[config.mk]
export PLATFORM = sky130hd
export DESIGN_NAME = pdsr_rsp_queue
export DESIGN_NICKNAME = d
export VERILOG_FILES = /design/src/rtl/pdsr_pkg.sv /design/src/rtl/pdsr_rsp_queue.sv
export SDC_FILE = /design/constraint.sdc
export NUM_CORES = 1
export LEC_CHECK = 0
export BUFFER_PORTS_ARGS = -buffer_cell sky130_fd_sc_hd__buf_2
export CORE_ASPECT_RATIO = 0.9
export CORE_MARGIN = 2
export CORE_UTILIZATION = 50
export CTS_CLUSTER_SIZE = 40
export DETAILED_ROUTE_END_ITERATION = 7
export PLACE_DENSITY = 0.71
export REMOVE_ABC_BUFFERS = 1
export SLEW_MARGIN = 20
export SYNTH_ARGS = -nofsm -noshare
export SYNTH_HDL_FRONTEND = slang
export SYNTH_SLANG_ARGS = --single-unit
[constraint.sdc]
create_clock -name clock -period 2.49 [get_ports clock]
set_input_delay 0.498 -clock clock [delete_from_list [all_inputs] [get_ports clock]]
set_output_delay 0.498 -clock clock [all_outputs]
set_load 0.01 [all_outputs]
[src/rtl/pdsr_pkg.sv]
// shared types, codes and constants of the path dot segment remover
package pdsr_pkg;

   localparam int BUF_LEN_DEFAULT     = 4096;
   localparam int STACK_DEPTH_DEFAULT = 2048;

   localparam int MID_DEPTH = 2;
   localparam int MID_PW    = $clog2(MID_DEPTH);
   localparam int MID_CW    = $clog2(MID_DEPTH + 1);

   localparam int OUT_DEPTH = 4;
   localparam int OUT_PW    = $clog2(OUT_DEPTH);
   localparam int OUT_CW    = $clog2(OUT_DEPTH + 1);

   localparam logic [7:0] SEP_CHAR = 8'h2F;
   localparam logic [7:0] DOT_CHAR = 8'h2E;

   localparam logic ACT_FEED = 1'b0;
   localparam logic ACT_READ = 1'b1;

   typedef enum logic [1:0] {
      PAT_EMPTY = 2'd0,
      PAT_ONE   = 2'd1,
      PAT_TWO   = 2'd2,
      PAT_OTHER = 2'd3
   } pdsr_pat_type;

   typedef enum logic [1:0] {
      SRC_ZERO  = 2'd0,
      SRC_SLASH = 2'd1,
      SRC_RAM   = 2'd2
   } pdsr_src_type;

   typedef struct packed {
      logic        action;
      logic [7:0]  data_byte;
      logic        last_byte;
      logic [11:0] read_index;
   } pdsr_req_type;

   typedef struct packed {
      logic [7:0]  out_byte;
      logic [12:0] out_length;
      logic        path_complete;
      logic        overflow;
   } pdsr_rsp_type;

   typedef struct packed {
      logic        action;
      logic        last;
      logic        is_sep;
      logic        is_dot;
      logic [7:0]  data;
      logic [11:0] read_index;
   } pdsr_cmd_type;

   function automatic pdsr_pat_type pdsr_next_pat(input pdsr_pat_type pat, input logic is_dot);
      pdsr_pat_type result;
      if (!is_dot) begin
         result = PAT_OTHER;
      end else begin
         case (pat)
            PAT_EMPTY: result = PAT_ONE;
            PAT_ONE:   result = PAT_TWO;
            default:   result = PAT_OTHER;
         endcase
      end
      return result;
   endfunction

endpackage

[src/rtl/pdsr_rsp_queue.sv]
// result side queue of finished words
module pdsr_rsp_queue (
   input  logic                         clock,
   input  logic                         reset,
   input  logic                         rsp_push,
   input  pdsr_pkg::pdsr_rsp_type        rsp_word,
   output logic [pdsr_pkg::OUT_CW-1:0]  rsp_count,
   output logic                         rsp_empty,
   input  logic                         rsp_pop,
   output pdsr_pkg::pdsr_rsp_type        rsp_data
);
   import pdsr_pkg::*;

   pdsr_rsp_type      entry_ff [OUT_DEPTH];
   logic [OUT_PW-1:0] wr_ptr_ff, wr_ptr_in;
   logic [OUT_PW-1:0] rd_ptr_ff, rd_ptr_in;
   logic [OUT_CW-1:0] count_ff, count_in;
   logic              pop_ok;

   assign rsp_empty = count_ff == '0;
   assign rsp_count = count_ff;
   assign rsp_data  = entry_ff[rd_ptr_ff];
   assign pop_ok    = rsp_pop && !rsp_empty;

   always_comb begin
      wr_ptr_in = rsp_push ? wr_ptr_ff + OUT_PW'(1) : wr_ptr_ff;
      rd_ptr_in = pop_ok ? rd_ptr_ff + OUT_PW'(1) : rd_ptr_ff;
      count_in  = count_ff;
      if (rsp_push && !pop_ok) begin
         count_in = count_ff + OUT_CW'(1);
      end else if (pop_ok && !rsp_push) begin
         count_in = count_ff - OUT_CW'(1);
      end
   end

   always_ff @(posedge clock) begin
      if (reset) begin
         wr_ptr_ff <= '0;
         rd_ptr_ff <= '0;
         count_ff  <= '0;
      end else begin
         wr_ptr_ff <= wr_ptr_in;
         rd_ptr_ff <= rd_ptr_in;
         count_ff  <= count_in;
      end
   end

   always_ff @(posedge clock) begin
      if (rsp_push) begin
         entry_ff[wr_ptr_ff] <= rsp_word;
      end
   end

endmodule

==> flow_metrics.py <==
metrics = {
    "run_status": {
        "status": "completed",
    },
    "final_layout": {
        "multi_input_area_um2": 764,
        "stdcell_area_mm2": 0.00435,
        "final_nets": 260,
        "seqCellArea_mm2": 0.00294,
        "final_cells": 327,
        "drive_gt1_share_pct": 40.7,
        "nFillCells": 557,
        "final_common_cell": "edfxtp_1",
        "n_antenna_cell": 0,
        "area_growth_pct": 15.0,
        "most-common-layout-cells": "92 x edfxtp_1, 53 x buf_2, 20 x mux4_2",
    },
    "placement": {
        "io_buffers": 53,
        "placed_cell_area_mm2": 0.00416,
        "placed_cells": 312,
        "gp_congestion": 0.629,
        "post-place-ws_ps": 371,
        "hpwlAfterDp_um": 3660,
    },
    "timing": {
        "fin_crit_sh_pct": 89.8,
        "max_freq_mhz": 447,
        "rsz0062_at_grt": "false",
        "min_period_ps": 2240,
        "hold_violations": 0,
        "drv_slew": 0,
        "setup_viol": 0,
        "worst_pin_slew_ps": 431,
        "max-slew-margin-rel_pct": 70.9,
        "worst_slack_ps": 254,
        "setup_tns_ps": 0,
        "clock_skew_ps": 5.38,
    },
    "critical_path": {
        "critPathKind": "flip-flop to output pin",
        "required_ps": 1990,
        "cp-start-kind": "flip-flop",
        "cp-end-kind": "output pin",
        "arrival_ps": 1740,
        "crit_fanout": 18,
        "ff2ff_path_depth": 7,
        "regToRegSetupSlack_ps": 370,
    },
    "detailed_routing": {
        "first_iter_violations": 96,
        "drt-wirelength-per-cell_um": 17.8,
        "ant_nets": 0,
        "top_layer": "met4",
        "num_vias": 1701,
        "finalWirelength_um": 5820,
        "routed-wl-met3_um": 353,
        "drc": 0,
        "firstDrtPassIters": 4,
        "routed_via_density": 5.20,
        "route.met2.wl_um": 3050,
        "m1WireLength_um": 2360,
    },
    "synthesis": {
        "avgSynthCellArea_um2": 23.2,
        "ys.warnings.count": 0,
        "synth.cell_area_mm2": 0.00378,
        "synth_top_cell_by_area": "edfxtp_1",
        "seq_area_frac_synth_pct": 77.8,
        "synth_cells": 163,
        "synthDistinctLibCells": 22,
        "synthTopCellsByArea": "edfxtp_1 73%, mux4_2 12%, dfxtp_1 4.8%",
        "yosysTopAreaCellShare_pct": 73.0,
        "synth_seq_cells": 101,
    },
    "cts": {
        "cts_sinks": 101,
        "worstSkewPairLatency_ps": 350,
        "cts_setup_buffers": 0,
        "cts_resized": 0,
        "htree_levels": 3,
        "path_clk_slew_ps": 90,
        "cts_root_buffer": "clkbuf_8",
        "clock_path_buffers": 2,
        "cts_tree": "built",
        "cts_buffers": 9,
        "cts_hold_buf": 0,
    },
    "die": {
        "boundaryPins": 54,
        "row_count": 30,
        "die_h_um": 86.5,
        "die_area_mm2": 0.00828,
        "initial_core_util_pct": 50.9,
        "dieWidth_um": 95.7,
        "core_mm2": 0.00743,
    },
    "job": {
        "maxCapViolCount": 0,
    },
    "pwr": {
        "power_density_mw_per_mm2": 903,
        "leakage_nw": 1.50,
        "peakVddDrop_uv": 578,
    },
    "grt": {
        "grt_pass1_wl_um": 9050,
        "grt_max_degree": 24,
        "grt_pass1_vias": 1774,
        "antenna_found_initial": 0,
        "gr-usage-all-layers_pct": 15.5,
        "grt-ovfl-total": 0,
    },
    "hold_path": {
        "min_path_cells": 1,
        "hp-class": "primary input to flip-flop",
    },
}
[worst paths after layout]
kind                                    from        endpoint
worst max-delay path               flip-flop    rsp_data[17]
worst max register to register  rsp_count[0]    rsp_count[2]
worst min register to register  rsp_count[2]    rsp_count[2]
worst min-delay path             rsp_word[2]  entry_ff[3][2]
[state kept, by name (all words and copies together), names as in the netlist, named ones only]
register,cells
wr_ptr_ff,2
rsp_count,3
entry_ff,92
rd_ptr_ff,2
[worst max-delay path: stages, from the launching register on]
cell	delay, ps
dfxtp_2	460
buf_12	230
mux4_2	530
buf_2	160
[cells in the mapped netlist]
master / n
and2_1: 4
o21ai_0: 1
nor2_1: 7
buf_12: 2
edfxtp_1: 92
inv_1: 3
buf_6: 1
dfxtp_1: 9
xnor2_1: 1
o31ai_1: 1
buf_2: 2
o311ai_0: 1
ha_1: 5
clkbuf_1: 1
mux4_2: 20
fa_1: 1
mux2i_1: 2
mux4_1: 3
xor2_1: 4
or3_1: 1
nor3_1: 1
a21oi_1: 1
[through the flow]
stage | power [mW] | hold WS [ps] | util, %
CTS | 3.98 | 337 | 58.6
global route | 4.12 | 336 | 58.6
floorplan | 2.66 | 485 | -
detailed placement | 3.02 | 530 | 56.0
finish | 3.93 | 350 | 58.6
global placement | 3.00 | 512 | 56.0
[layer usage]
layer	global-route usage, %	vias up
met5	0	-
met4	4.68	0
met3	6.09	9
met2	25.9	44
met1	18.9	853
li1	-	795
[cell families after synthesis]
kind of cell,count (synthesis),share of synthesized area (%)
buf+inv,9,2.02
compound gates,4,0.694
fa+ha+maj,6,2.18
flops,101,77.8
xor+xnor,5,1.16
simple gates,13,1.65
mux,25,14.5
[layout make-up]
| cell class | count | area share, % |
|---|---|---|
| Sequential cell | 101 | 67.7 |
| Multi-Input combinational cell | 53 | 17.6 |
| Timing Repair Buffer | 59 | 7.42 |
| Clock buffer | 9 | 2.85 |
| Tap cell | 96 | 2.76 |
| Clock inverter | 6 | 1.50 |
| Inverter | 3 | 0.259 |
[report_power, final]
| group | leakage, nW | internal [mW] | total (mW) | switching (mW) |
|---|---|---|---|---|
| clock network | 0.0850 | 0.456 | 0.968 | 0.512 |
| registers | 0.919 | 1.97 | 2.05 | 0.0798 |
| logic | 0.498 | 0.484 | 0.914 | 0.430 |
| total | 1.50 | 2.91 | 3.93 | 1.02 |
No activity file was read; power rests on OpenSTA's default activity.
