File: src/rtl/pdsr_pkg.sv
// shared types, codes and constants of the path dot segment remover
package pdsr_pkg;

   localparam int BUF_LEN_DEFAULT     = 4096;
   localparam int STACK_DEPTH_DEFAULT = 2048;

   localparam int MID_DEPTH = 2;
   localparam int MID_PW    = $clog2(MID_DEPTH);
   localparam int MID_CW    = $clog2(MID_DEPTH + 1);

   localparam int OUT_DEPTH = 4;
   localparam int OUT_PW    = $clog2(OUT_DEPTH);
   localparam int OUT_CW    = $clog2(OUT_DEPTH + 1);

   localparam logic [7:0] SEP_CHAR = 8'h2F;
   localparam logic [7:0] DOT_CHAR = 8'h2E;

   localparam logic ACT_FEED = 1'b0;
   localparam logic ACT_READ = 1'b1;

   typedef enum logic [1:0] {
      PAT_EMPTY = 2'd0,
      PAT_ONE   = 2'd1,
      PAT_TWO   = 2'd2,
      PAT_OTHER = 2'd3
   } pdsr_pat_type;

   typedef enum logic [1:0] {
      SRC_ZERO  = 2'd0,
      SRC_SLASH = 2'd1,
      SRC_RAM   = 2'd2
   } pdsr_src_type;

   typedef struct packed {
      logic        action;
      logic [7:0]  data_byte;
      logic        last_byte;
      logic [11:0] read_index;
   } pdsr_req_type;

   typedef struct packed {
      logic [7:0]  out_byte;
      logic [12:0] out_length;
      logic        path_complete;
      logic        overflow;
   } pdsr_rsp_type;

   typedef struct packed {
      logic        action;
      logic        last;
      logic        is_sep;
      logic        is_dot;
      logic [7:0]  data;
      logic [11:0] read_index;
   } pdsr_cmd_type;

   function automatic pdsr_pat_type pdsr_next_pat(input pdsr_pat_type pat, input logic is_dot);
      pdsr_pat_type result;
      if (!is_dot) begin
         result = PAT_OTHER;
      end else begin
         case (pat)
            PAT_EMPTY: result = PAT_ONE;
            PAT_ONE:   result = PAT_TWO;
            default:   result = PAT_OTHER;
         endcase
      end
      return result;
   endfunction

endpackage

File: src/rtl/pdsr_front.sv
// input side: takes words, classifies the byte and queues commands for the back end
module pdsr_front (
   input  logic                  clock,
   input  logic                  reset,
   input  logic                  req_push,
   output logic                  req_full,
   input  pdsr_pkg::pdsr_req_type req_data,
   output logic                  cmd_valid,
   output pdsr_pkg::pdsr_cmd_type cmd_data,
   input  logic                  cmd_take
);
   import pdsr_pkg::*;

   pdsr_cmd_type      entry_ff [MID_DEPTH];
   pdsr_cmd_type      cmd_in;
   logic [MID_PW-1:0] wr_ptr_ff, wr_ptr_in;
   logic [MID_PW-1:0] rd_ptr_ff, rd_ptr_in;
   logic [MID_CW-1:0] count_ff, count_in;
   logic              push_ok;
   logic              take_ok;

   always_comb begin
      cmd_in.action     = req_data.action;
      cmd_in.last       = req_data.last_byte;
      cmd_in.is_sep     = req_data.data_byte == SEP_CHAR;
      cmd_in.is_dot     = req_data.data_byte == DOT_CHAR;
      cmd_in.data       = req_data.data_byte;
      cmd_in.read_index = req_data.read_index;
   end

   assign req_full  = count_ff == MID_CW'(MID_DEPTH);
   assign cmd_valid = count_ff != '0;
   assign cmd_data  = entry_ff[rd_ptr_ff];
   assign push_ok   = req_push && !req_full;
   assign take_ok   = cmd_take && cmd_valid;

   always_comb begin
      wr_ptr_in = push_ok ? wr_ptr_ff + MID_PW'(1) : wr_ptr_ff;
      rd_ptr_in = take_ok ? rd_ptr_ff + MID_PW'(1) : rd_ptr_ff;
      count_in  = count_ff;
      if (push_ok && !take_ok) begin
         count_in = count_ff + MID_CW'(1);
      end else if (take_ok && !push_ok) begin
         count_in = count_ff - MID_CW'(1);
      end
   end

   always_ff @(posedge clock) begin
      if (reset) begin
         wr_ptr_ff <= '0;
         rd_ptr_ff <= '0;
         count_ff  <= '0;
      end else begin
         wr_ptr_ff <= wr_ptr_in;
         rd_ptr_ff <= rd_ptr_in;
         count_ff  <= count_in;
      end
   end

   always_ff @(posedge clock) begin
      if (push_ok) begin
         entry_ff[wr_ptr_ff] <= cmd_in;
      end
   end

endmodule

File: config.mk
export PLATFORM = sky130hd
export DESIGN_NAME = pdsr_front
export DESIGN_NICKNAME = d
export VERILOG_FILES = /design/src/rtl/pdsr_pkg.sv /design/src/rtl/pdsr_front.sv
export SDC_FILE = /design/constraint.sdc
export NUM_CORES = 1
export LEC_CHECK = 0
export CAP_MARGIN = 20
export CELL_PAD_IN_SITES_DETAIL_PLACEMENT = 2
export CELL_PAD_IN_SITES_GLOBAL_PLACEMENT = 2
export CORE_ASPECT_RATIO = 1.75
export CORE_MARGIN = 10
export CORE_UTILIZATION = 47
export CTS_CLUSTER_DIAMETER = 100
export DETAILED_ROUTE_END_ITERATION = 8
export DONT_BUFFER_PORTS = 1
export GPL_ROUTABILITY_DRIVEN = 0
export GPL_TIMING_DRIVEN = 0
export HOLD_SLACK_MARGIN = 0.03
export PLACE_DENSITY_LB_ADDON = 0.25
export SLEW_MARGIN = 30
export SYNTH_ARGS = -nofsm -noshare
export SYNTH_HDL_FRONTEND = slang
export SYNTH_SLANG_ARGS = --single-unit
File: constraint.sdc
create_clock -name clock -period 4.5 [get_ports clock]
set_input_delay 0.45 -clock clock [delete_from_list [all_inputs] [get_ports clock]]
set_output_delay 0.45 -clock clock [all_outputs]
set_load 0.01 [all_outputs]
==> flow_summary.toml <==
[die]
fp.coreArea_sq_mm = 0.00411
die_area_sq_mm = 0.00729
initial_core_util_pct = 48.0
die_x_um = 69.0
fp-row-count = 31
fp.dieH_um = 106
io_pins = 52

[timing]
worst_slack_ns = 2.57
relSlewSlack_pct = 59.5
setup_tns_ns = 0
finalSetupViolations = 0
rsz0062_at_grt = "false"
worst_pin_slew_ns = 0.608
post-route-min-period_ns = 1.93
hold_viol = 0
fin_crit_sh_pct = 42.9
final_max_slew_viol_count = 0
clock_skew_ns = 0.0138
max_freq_mhz = 518

[yosys]
synth_xor_area_share_pct = 1.33
synth_cells = 105
synth_nets = 132
muxShareOfSynthArea_pct = 13.7
yosysSeqAreaShare_pct = 78.1
synth_top_family_by_area = "multiplexers"
synthAdderAreaFrac_pct = 0.634
synth_cell_types = 16
synth_warnings = 0
ys_ff_latch = 53
synth.avg_cell_area_sq_um = 18.8
synth_compound_area_share_pct = 1.27
synth-simple-area-share_pct = 3.61
synthesis.area_sq_mm = 0.00197

[setup_path]
worst-r2r-setup-slack_ns = 2.80
crit_slowest_cell = "mux2_2"
critical_path_depth = 3
endpoint_kind = "output port"
r2r_start = "count_ff[0]$_SDFFE_PP0P_"
startpoint_type = "register"
cp_data_required_time_ns = 4.05
arrival_ns = 1.48
cp_num_buf_inv = 2
path_delay_family = "buffers and inverters"
path_cells = "buf_2 > buf_2 > mux2_2"
max_stage_delay_ns = 0.42
worst-path-max-fanout = 10
r2r_end = "entry_ff[0][14]$_DFFE_PP_"
reg2regPathDepth = 3
crit_type = "register to output port"
crit_top_cell = "buf_2"

[worst_hold_path]
hold_path.class = "input port to register"
hold-path-endpoint = "wr_ptr_ff$_SDFFE_PP0P_"
min_from = "reset"
whs_path_depth = 1

[route]
detail-route-antenna-nets = 0
drtPass1Iterations = 2
drt-total-wl_mm = 4.24
dr_total_vias = 924
routedWlPerCell_um = 26.2
drcViolationCount = 0
first_iter_violations = 23
via_per_inst = 5.70

[power_and_ir_drop]
combPwrFrac_pct = 22.1
power_leakage_nw = 0.735
switching_share_pct = 27.4
seqPwrFrac_pct = 49.3
pwr-share-clk_pct = 28.6
p_per_area_mw_per_mm2 = 607
switchingPower_uw = 361
ir_drop_mv = 0.322
finalPower_mw = 1.32
p_int_uw = 955

[clock_tree]
numCtsBuffers = 5
clk_latency_ns = 0.31
clk_pin_slew_ns = 0.09
cts_tree = "done"
cts_setup_buffers = 0
cts_resized = 0
cts_sinks = 53
root_buffer = "clkbuf_8"
hold_buffers = 0
htree_levels = 2
cts.path.max_buffers = 2

[layout]
antenna_cells = 0
syn_to_final_growth_pct = 9.96
nNetsFinal = 139
layout.cells.non_filler = 162
fill_cells = 367
drive_gt1_share_pct = 34.5
final_area_sq_mm = 0.00217

[global_routing]
grt_pass1_vias = 1092
grt_antenna_before_repair = 0
grt.overflow.total = 0
grt_pass1_wl_mm = 6.59
grt_start_max_net_pins = 25
grt_usage_pct = 12.7

[placed_design]
dpl.cell_count = 154
dp.final_hpwl_mm = 2.95
placed_cell_area_sq_mm = 0.00204
port-buffer-count = 0
dp_slack_ns = 2.48

[outcome]
outcome = "completed"

[flow_run]
max_cap_viol_count = 0
## flip-flops by register name, indices dropped and copies added, names as in the netlist, named ones only
| name | count |
|---|---|
| count_ff | 2 |
| rd_ptr_ff | 1 |
| wr_ptr_ff | 1 |
| entry_ff | 48 |
## placed cells by master (no fill, tap or decap), types with 2 or more instances in the layout
master	synthesis	final
or3_1	2	2
dfxtp_1	5	5
nor2_1	6	6
mux2_2	24	24
clkbuf_8	0	5
o21ai_0	3	3
xor2_1	3	3
buf_2	3	3
edfxtp_1	48	48
a21oi_1	2	2
bufinv_16	0	2
inv_1	3	2
## power groups by stage
stage | logic [mW] | clock network, mW | registers, mW
after floorplan | 0.237 | 0 | 0.648
after global placement | 0.286 | 0 | 0.652
after detailed placement | 0.298 | 0 | 0.660
after CTS | 0.301 | 0.386 | 0.651
after global routing | 0.323 | 0.398 | 0.658
final | 0.291 | 0.377 | 0.649
## routing by layer
metal | wire [um] | global-route usage (%) | vias up
li1 | - | - | 406
met1 | 1330 | 11.9 | 476
met2 | 2440 | 22.0 | 36
met3 | 397 | 6.26 | 6
met4 | 74 | 5.10 | 0
met5 | 0 | 0 | -
## synth_stat cells, drive strengths merged
library cell	number	area [sq um]
a21oi	2	10.0
inv	3	11.3
ha	1	12.5
or3	2	12.5
nor4b	1	8.76
mux2	24	270
buf	3	15.0
and2	1	6.26
o21ai	3	15.0
nor2	6	22.5
nor2b	1	8.76
edfxtp	48	1440
nand4	1	6.26
dfxtp	5	100
or2	1	6.26
xor2	3	26.3
## through the flow
stage | util (%) | hold slack, ns
CTS | 52.8 | 0.194
global route | 52.8 | 0.188
global placement | 49.5 | 0.460
finish | 52.8 | 0.206
detailed placement | 49.5 | 0.492
floorplan | - | 0.452
## worst register-to-register path, delay by kind of cell (launching register included)
family                 cells  cell delay [ns]
buffers and inverters      1             0.42
flip-flops                 1             0.44
AND/OR/NAND/NOR            2             0.48
## cell type report
cell class	instances	area (sq um)	area share [%]
Buffer	3	15.0	0.692
Clock buffer	5	68.8	3.17
Clock inverter	3	65.1	3.00
Inverter	3	11.3	0.519
Multi-Input combinational cell	46	407	18.7
Sequential cell	53	1540	71.0
Tap cell	49	61.3	2.83
## worst max-delay path by stage
stage                                   from                   endpoint  slack [ns]
floorplan                           req_push   entry_ff[0][0]$_DFFE_PP_        2.79
global placement    count_ff[0]$_SDFFE_PP0P_   entry_ff[1][5]$_DFFE_PP_        2.54
detailed placement  count_ff[0]$_SDFFE_PP0P_  entry_ff[0][23]$_DFFE_PP_        2.48
CTS                 count_ff[0]$_SDFFE_PP0P_  entry_ff[0][14]$_DFFE_PP_        2.47
global route                        register               cmd_data[13]        2.48
finish                              register               cmd_data[13]        2.57
## kinds of logic (layout without fill, tap and decap cells)
group,count (synthesis),in the layout
and+or+nand+nor,13,13
AOI/OAI and AO/OA,5,5
DFF,53,53
adders and majority gates,1,1
xor gates and xnor gates,3,3
buffers and inverters,6,14
muxes,24,24
Note: power is estimated with default switching activity, not from simulation.
